--- config.mk ---
export PLATFORM = sky130hd
export DESIGN_NAME = unsigned_to_ascii_digits_unit
export DESIGN_NICKNAME = d
export VERILOG_FILES = /design/src/rtl/u2a_pkg.sv /design/src/rtl/u2a_digit_core.sv /design/src/rtl/unsigned_to_ascii_digits_unit.sv
export VERILOG_INCLUDE_DIRS = /design/src /design/src/rtl
export SDC_FILE = /design/constraint.sdc
export NUM_CORES = 1
export LEC_CHECK = 0
export BUFFER_PORTS_ARGS = -buffer_cell sky130_fd_sc_hd__clkbuf_2
export CORE_ASPECT_RATIO = 0.7
export CORE_MARGIN = 2
export CORE_UTILIZATION = 62
export CTS_BUF_LIST = sky130_fd_sc_hd__clkbuf_16
export CTS_CLUSTER_SIZE = 28
export DETAILED_ROUTE_END_ITERATION = 7
export PLACE_DENSITY_LB_ADDON = 0.1
export REMOVE_ABC_BUFFERS = 1
export SYNTH_ARGS = -nofsm -noshare
export SYNTH_HDL_FRONTEND = slang
export SYNTH_SLANG_ARGS = --single-unit
--- constraint.sdc ---
create_clock -name clk -period 6.5 [get_ports clk]
set_clock_uncertainty 0.1 [all_clocks]
set_input_delay 1.3 -clock clk [delete_from_list [all_inputs] [get_ports clk]]
set_output_delay 1.3 -clock clk [all_outputs]
set_load 0.1 [all_outputs]
--- src/rtl/unsigned_to_ascii_digits_unit_assert.svh ---
// assertion macros for the rtl, used by unsigned_to_ascii_digits_unit.sv
`ifndef UNSIGNED_TO_ASCII_DIGITS_UNIT_ASSERT_SVH
`define UNSIGNED_TO_ASCII_DIGITS_UNIT_ASSERT_SVH

// same-cycle implication, checked out of reset
`define U2A_ASSERT_IMP(lbl, clk, rst_n, ante, cons, msg) \
	lbl: assert property (@(posedge clk) disable iff (!rst_n) (ante) |-> (cons)) \
		else $error(msg);

// next-cycle implication, checked out of reset
`define U2A_ASSERT_NXT(lbl, clk, rst_n, ante, cons, msg) \
	lbl: assert property (@(posedge clk) disable iff (!rst_n) (ante) |=> (cons)) \
		else $error(msg);

`endif

--- src/rtl/u2a_pkg.sv ---
package u2a_pkg;

	localparam logic [7:0] DIGIT_ZERO     = 8'h30;
	localparam logic [7:0] HEX_LETTER_GAP = 8'd7;
	localparam logic [3:0] DEC_RADIX      = 4'd10;
	localparam logic [3:0] BCD_ADJ_LIMIT  = 4'd5;
	localparam logic [3:0] BCD_ADJ        = 4'd3;

	// control from the sequencer to the digit core
	typedef struct packed {
		logic load;   // take a new value
		logic hex;    // load the value as hex nibbles
		logic conv;   // one double-dabble step
		logic shift;  // drop the top digit
	} u2a_ctrl_t;

	typedef enum logic [2:0] {
		ST_IDLE = 3'b001,
		ST_CONV = 3'b010,
		ST_EMIT = 3'b100
	} u2a_state_t;

	function automatic logic [7:0] digit_to_ascii(input logic [3:0] d);
		logic [7:0] c;
		c = DIGIT_ZERO + {4'd0, d};
		if (d >= DEC_RADIX) begin
			c = c + HEX_LETTER_GAP;
		end
		return c;
	endfunction

endpackage

--- src/rtl/u2a_digit_core.sv ---
module u2a_digit_core
	import u2a_pkg::*;
#(
	parameter int VALUE_WIDTH = 32,
	parameter int DIGIT_COUNT = 10
) (
	input  logic                   clk,
	input  u2a_ctrl_t              ctrl,
	input  logic [VALUE_WIDTH-1:0] value,
	output logic [3:0]             top_digit
);

	localparam int DIG_BITS = DIGIT_COUNT * 4;

	logic [VALUE_WIDTH-1:0]        value_q;
	logic [DIGIT_COUNT-1:0][3:0]   digits_q;
	logic [DIGIT_COUNT-1:0][3:0]   digit_adj;
	logic [DIG_BITS-1:0]           adj_flat;
	logic [DIG_BITS-1:0]           digits_flat;

	// add-3 correction on every bcd digit before the shift
	always_comb begin
		for (int i = 0; i < DIGIT_COUNT; i++) begin
			digit_adj[i] = (digits_q[i] >= BCD_ADJ_LIMIT) ? digits_q[i] + BCD_ADJ : digits_q[i];
		end
	end

	assign adj_flat    = digit_adj;
	assign digits_flat = digits_q;

	always_ff @(posedge clk) begin
		if (ctrl.load) begin
			value_q <= value;
			if (ctrl.hex) begin
				digits_q <= DIG_BITS'(value);
			end else begin
				digits_q <= '0;
			end
		end else if (ctrl.conv) begin
			digits_q <= {adj_flat[DIG_BITS-2:0], value_q[VALUE_WIDTH-1]};
			value_q  <= {value_q[VALUE_WIDTH-2:0], 1'b0};
		end else if (ctrl.shift) begin
			digits_q <= {digits_flat[DIG_BITS-5:0], 4'h0};
		end
	end

	assign top_digit = digits_q[DIGIT_COUNT-1];

endmodule

--- src/rtl/unsigned_to_ascii_digits_unit.sv ---
// Converts one unsigned value to ASCII digits, decimal or uppercase hex (mode 1), most
// significant first, one item per character, leading zeros suppressed, zero giving a single
// '0', and last_digit set on the final character. Only one value is in flight: in_ready is
// high only while the unit is idle. A decimal value first goes through a serial loop of
// bit-serial double dabble (one input bit shifted into the bcd register per cycle) over all
// VALUE_WIDTH bits; then the DIGIT_COUNT digit slots (10 for 32 bits) are shifted out top
// first, one slot per cycle, except that a slot giving a character waits while out_ready is
// low. A hex value skips the conversion and goes straight to the digit slots. The unit then
// returns to idle, in which the next value is taken.
`include "unsigned_to_ascii_digits_unit_assert.svh"

module unsigned_to_ascii_digits_unit
	import u2a_pkg::*;
#(
	parameter int VALUE_WIDTH = 32
) (
	input  logic                   clk,
	input  logic                   arst_n,
	input  logic                   in_valid,
	output logic                   in_ready,
	input  logic [VALUE_WIDTH-1:0] value,
	input  logic                   mode,
	output logic                   out_valid,
	input  logic                   out_ready,
	output logic [7:0]             digit_char,
	output logic                   last_digit
);

	// decimal digits needed for VALUE_WIDTH bits, always enough for the hex nibbles too
	localparam int DIGIT_COUNT = (VALUE_WIDTH * 30103) / 100000 + 1;
	localparam int CNT_W       = $clog2(VALUE_WIDTH);
	localparam int REM_W       = $clog2(DIGIT_COUNT);

	u2a_state_t         state_q;
	logic [CNT_W-1:0]   bit_cnt_q;   // conversion steps done
	logic [REM_W-1:0]   rem_q;       // digit slots left after the top one
	logic               seen_q;      // a non-zero digit has gone out
	u2a_ctrl_t          ctrl;
	logic [3:0]         top_digit;
	logic               is_last;
	logic               lead_zero;
	logic               in_acc;
	logic               out_acc;

	u2a_digit_core #(
		.VALUE_WIDTH (VALUE_WIDTH),
		.DIGIT_COUNT (DIGIT_COUNT)
	) u_core (
		.clk       (clk),
		.ctrl      (ctrl),
		.value     (value),
		.top_digit (top_digit)
	);

	assign is_last   = (rem_q == '0);
	// leading zero slots are dropped without an item, but never the last slot
	assign lead_zero = !seen_q && (top_digit == 4'd0) && !is_last;

	assign in_ready   = (state_q == ST_IDLE);
	assign out_valid  = (state_q == ST_EMIT) && !lead_zero;
	assign digit_char = digit_to_ascii(top_digit);
	assign last_digit = is_last;

	assign in_acc  = in_valid && in_ready;
	assign out_acc = out_valid && out_ready;

	always_comb begin
		ctrl       = '0;
		ctrl.load  = in_acc;
		ctrl.hex   = mode;
		ctrl.conv  = (state_q == ST_CONV);
		ctrl.shift = (state_q == ST_EMIT) && (lead_zero || out_ready);
	end

	always_ff @(posedge clk or negedge arst_n) begin
		if (!arst_n) begin
			state_q   <= ST_IDLE;
			bit_cnt_q <= '0;
			rem_q     <= '0;
			seen_q    <= 1'b0;
		end else begin
			unique case (state_q)
				ST_IDLE: begin
					bit_cnt_q <= '0;
					rem_q     <= REM_W'(DIGIT_COUNT - 1);
					seen_q    <= 1'b0;
					if (in_acc) begin
						// hex digits are the value's nibbles, no conversion needed
						state_q <= mode ? ST_EMIT : ST_CONV;
					end
				end
				ST_CONV: begin
					bit_cnt_q <= bit_cnt_q + 1'b1;
					if (bit_cnt_q == CNT_W'(VALUE_WIDTH - 1)) begin
						state_q <= ST_EMIT;
					end
				end
				ST_EMIT: begin
					if (lead_zero) begin
						rem_q <= rem_q - 1'b1;
					end else if (out_ready) begin
						seen_q <= 1'b1;
						rem_q  <= rem_q - 1'b1;
						if (is_last) begin
							state_q <= ST_IDLE;
						end
					end
				end
				default: begin
					state_q <= ST_IDLE;
				end
			endcase
		end
	end

	// no new value while characters are still going out
	`U2A_ASSERT_IMP(a_no_overlap, clk, arst_n, out_valid, !in_ready,
		"output item while input side is open")
	// the final character closes the run
	`U2A_ASSERT_NXT(a_last_frees, clk, arst_n, out_acc && last_digit, in_ready,
		"unit not idle after last digit")
	// decimal values spend time converting before any character
	`U2A_ASSERT_NXT(a_dec_waits, clk, arst_n, in_acc && !mode, !out_valid,
		"character before decimal conversion")
	// every character is a digit or an uppercase hex letter
	`U2A_ASSERT_IMP(a_char_ok, clk, arst_n, out_valid,
		(digit_char >= 8'h30 && digit_char <= 8'h39) ||
		(digit_char >= 8'h41 && digit_char <= 8'h46),
		"character outside digit set")

endmodule
==> key figures <==
Power
  – VDD IR-drop max: 390 uV
  – PwrDens: 540 nW/um2
  – Pleak: 0.00214 uW

Clocking
  – Setup Fix Bufs, Post-CTS: 0
  – Post-cts resize count: 0
  – Hold Buf Count CTS: 0
  – H-tree levels: 3
  – CTS tree: done
  – Num CTS Buffers: 9
  – CTS Sinks: 85
  – Clk Latency, worst-skew pair: 330 ps
  – Max Root-Sink Buffers: 2
  – Clock transition at path regs: 60 ps
  – Root buf cell: clkbuf_16

Yosys
  – Share of the synthesized area in the top cell type: 0.451
  – Post-synth top cells: 72 x edfxtp_1, 39 x mux2_2, 36 x o21ai_0
  – Yosys warnings: 0
  – Largest cells by area after synthesis: edfxtp_1 45%, mux2_2 9.2%, ha_1 6.5%
  – Cell with the most instances after synthesis: edfxtp_1
  – FFs w/ async S/R, synth: 0.153
  – Synth area leader: edfxtp_1
  – Syn Std Cell Area: 4800 um2
  – Synthesized instance count: 415
  – Top_reg_cell synth: edfxtp_1
  – Flops & latches, synth: 85
  – Synth unique cells: 46
  – Syn Area/Cell: 11.6 um2
  – Number of flops mapped to enable cells by yosys: 72
  – Post-synthesis sequential area ratio: 0.519

Final layout
  – Number of fill cells: 508
  – P&R area growth vs syn: 12.4%
  – Share of cells above drive strength 1: 0.242
  – Number of diodes: 0
  – Layout Nets: 520

Global routing
  – Number of global-route vias before repair: 3296
  – First-pass GRT wire length: 16400 um
  – Overall global routing resource usage: 0.250
  – Largest net degree at the start of global routing: 39
  – Initial antenna violation count: 0
  – GRT overflow: 0

Setup path
  – Flop2flop setup slack: 3510 ps
  – Crit Path Class: reg2out
  – Worst-path fanout max: 3
  – R2R Path Start: u_core.top_digit[1]
  – Crit Reg-Reg Endpoint: u_core.digits_flat[33]
  – Crit path capture type: output pin
  – Worst Path Buf+Inv: 3
  – Critical Path RT: 5100 ps
  – CP cell instances: inv_1, ha_1, inv_1, or3_1, a21oi_1, clkbuf_2
  – Worst Reg-to-Reg Cells: 6
  – Crit path max-delay family: buffers and inverters
  – CP max-delay cell: clkbuf_2
  – Delay of the slowest critical-path stage: 480 ps
  – Worst Setup Start Kind: flip-flop
  – WP data arrival: 2080 ps
  – Most common cell type on the critical path: inv_1

Detailed routing
  – Routed Antenna Nets: 0
  – Vias: 3404
  – Final wirelength: 9860 um
  – Starting DRT DRC Count: 257
  – DRC: 0
  – Avg WL per Cell: 17.6 um
  – Drt pass-1 iters: 5
  – Vias/cell: 6.07

Floorplan
  – Site row count: 26
  – Die footprint: 8470 um2
  – Area of the core: 7380 um2
  – Die W: 109 um
  – Io pins: 48
  – Initial Utilization: 0.650
  – Die extent in y: 77.6 um

STA
  – Max Clk Rate: 288 MHz
  – Setup tns final: 0 ps
  – Fin worst setup slack: 3020 ps
  – Slew Limit Headroom: 0.440
  – Max Slew Vio Count: 0
  – Final min period: 3480 ps
  – Worst-Margin Slew: 839 ps
  – Finish-stage setup viols: 0
  – RSZ-0062 raised after global routing: false
  – Final hold violation count: 0
  – Fin crit share: 0.535

Place
  – Routability Congestion: 0.839
  – Buffers on Ports: 46
  – Detailed placer's ending HPWL: 6720 um
  – Post-placement setup slack: 2770 ps

Status
  – Status: completed

Hold path
  – Hold_sp: bit_cnt_q[3]
  – HP Class: reg2reg
  – Hold Path Stages: 1
  – Hold Path End: bit_cnt_q[3]

Flow run
  – Max Cap Viol: 0
[worst max path at each step]
| stage | cells after the start | slack (ps) | end | from |
|---|---|---|---|---|
| finish | 6 | 3020 | out_valid | rem_q[0] |
| global route | 6 | 2830 | out_valid | rem_q[0] |
| CTS | 6 | 3010 | out_valid | rem_q[0] |
| detailed placement | 5 | 2770 | u_core.digits_flat[31] | out_ready |
| global placement | 6 | 2850 | u_core.digits_flat[16] | in_valid |
| floorplan | 3 | -780 | u_core.digits_flat[0] | in_valid |
[routing by layer]
metal,vias to the layer above,share of wire,GRT usage
met3,8,0.059,0.0580
met5,-,0,0
met2,88,0.44,0.367
met4,0,0.0071,0.0538
li1,1624,-,-
met1,1684,0.49,0.379
[power by group]
part	switching, uW	total [uW]	internal, uW
Combinational	818	1290	476
Sequential	188	1120	931
Clock	205	501	296
Total	1210	2910	1700
[layout by cell type, fill, tap and decap left out, types with 5 or more instances in the layout]
cell type / instances
o21ai_0: 36
nor2_1: 21
nor3b_1: 5
clkbuf_2: 46
a22o_1: 6
mux2_2: 39
nand2b_1: 11
a22oi_1: 15
xor2_1: 7
edfxtp_1: 72
dfrtp_1: 12
inv_1: 31
ha_1: 25
xnor2_1: 11
a221o_1: 14
nand2_1: 26
buf_4: 6
nor3_1: 7
clkbuf_16: 9
a21oi_1: 25
[sequential cells by signal, indices dropped and copies added (netlist names)]
signal	count
u_core.top_digit	4
state_q	3
seen_q	1
bit_cnt_q	5
u_core.value_q	32
u_core.digits_flat	36
rem_q	4
[stage by stage]
| stage | power (uW) | instance area, um2 | hold slack (ps) | utilization | instances |
|---|---|---|---|---|---|
| after detailed placement | 2410 | 5100 | 376 | 0.691 | 545 |
| after global routing | 3100 | 5390 | 433 | 0.730 | 561 |
| after floorplan | 2110 | 4690 | 349 | - | 395 |
| after CTS | 2920 | 5390 | 388 | 0.730 | 561 |
| after global placement | 2350 | 5100 | 381 | 0.691 | 545 |
| final | 2910 | 5390 | 387 | 0.730 | 561 |
[cell type report]
type                            instances  area, um2  area share
Clock buffer                            9        225      0.0418
Clock inverter                          7       67.6      0.0125
Inverter                               30        113      0.0209
Multi-Input combinational cell        280       2100       0.390
Sequential cell                        85       2490       0.461
Tap cell                               98        123      0.0227
Timing Repair Buffer                   52        275      0.0510
[cells by family (layout without fill, tap and decap cells)]
| group | Yosys count | in the layout | share of synthesized area |
|---|---|---|---|
| other cells | 1 | 1 | 0.000782 |
| flops | 85 | 85 | 0.519 |
| compound gates | 109 | 109 | 0.148 |
| fa+ha+maj | 25 | 25 | 0.0652 |
| buf+inv | 50 | 98 | 0.0464 |
| simple gates | 85 | 85 | 0.0907 |
| xor+xnor | 18 | 18 | 0.0329 |
| mux | 42 | 42 | 0.0978 |
No activity file was read; power rests on OpenSTA's default activity.
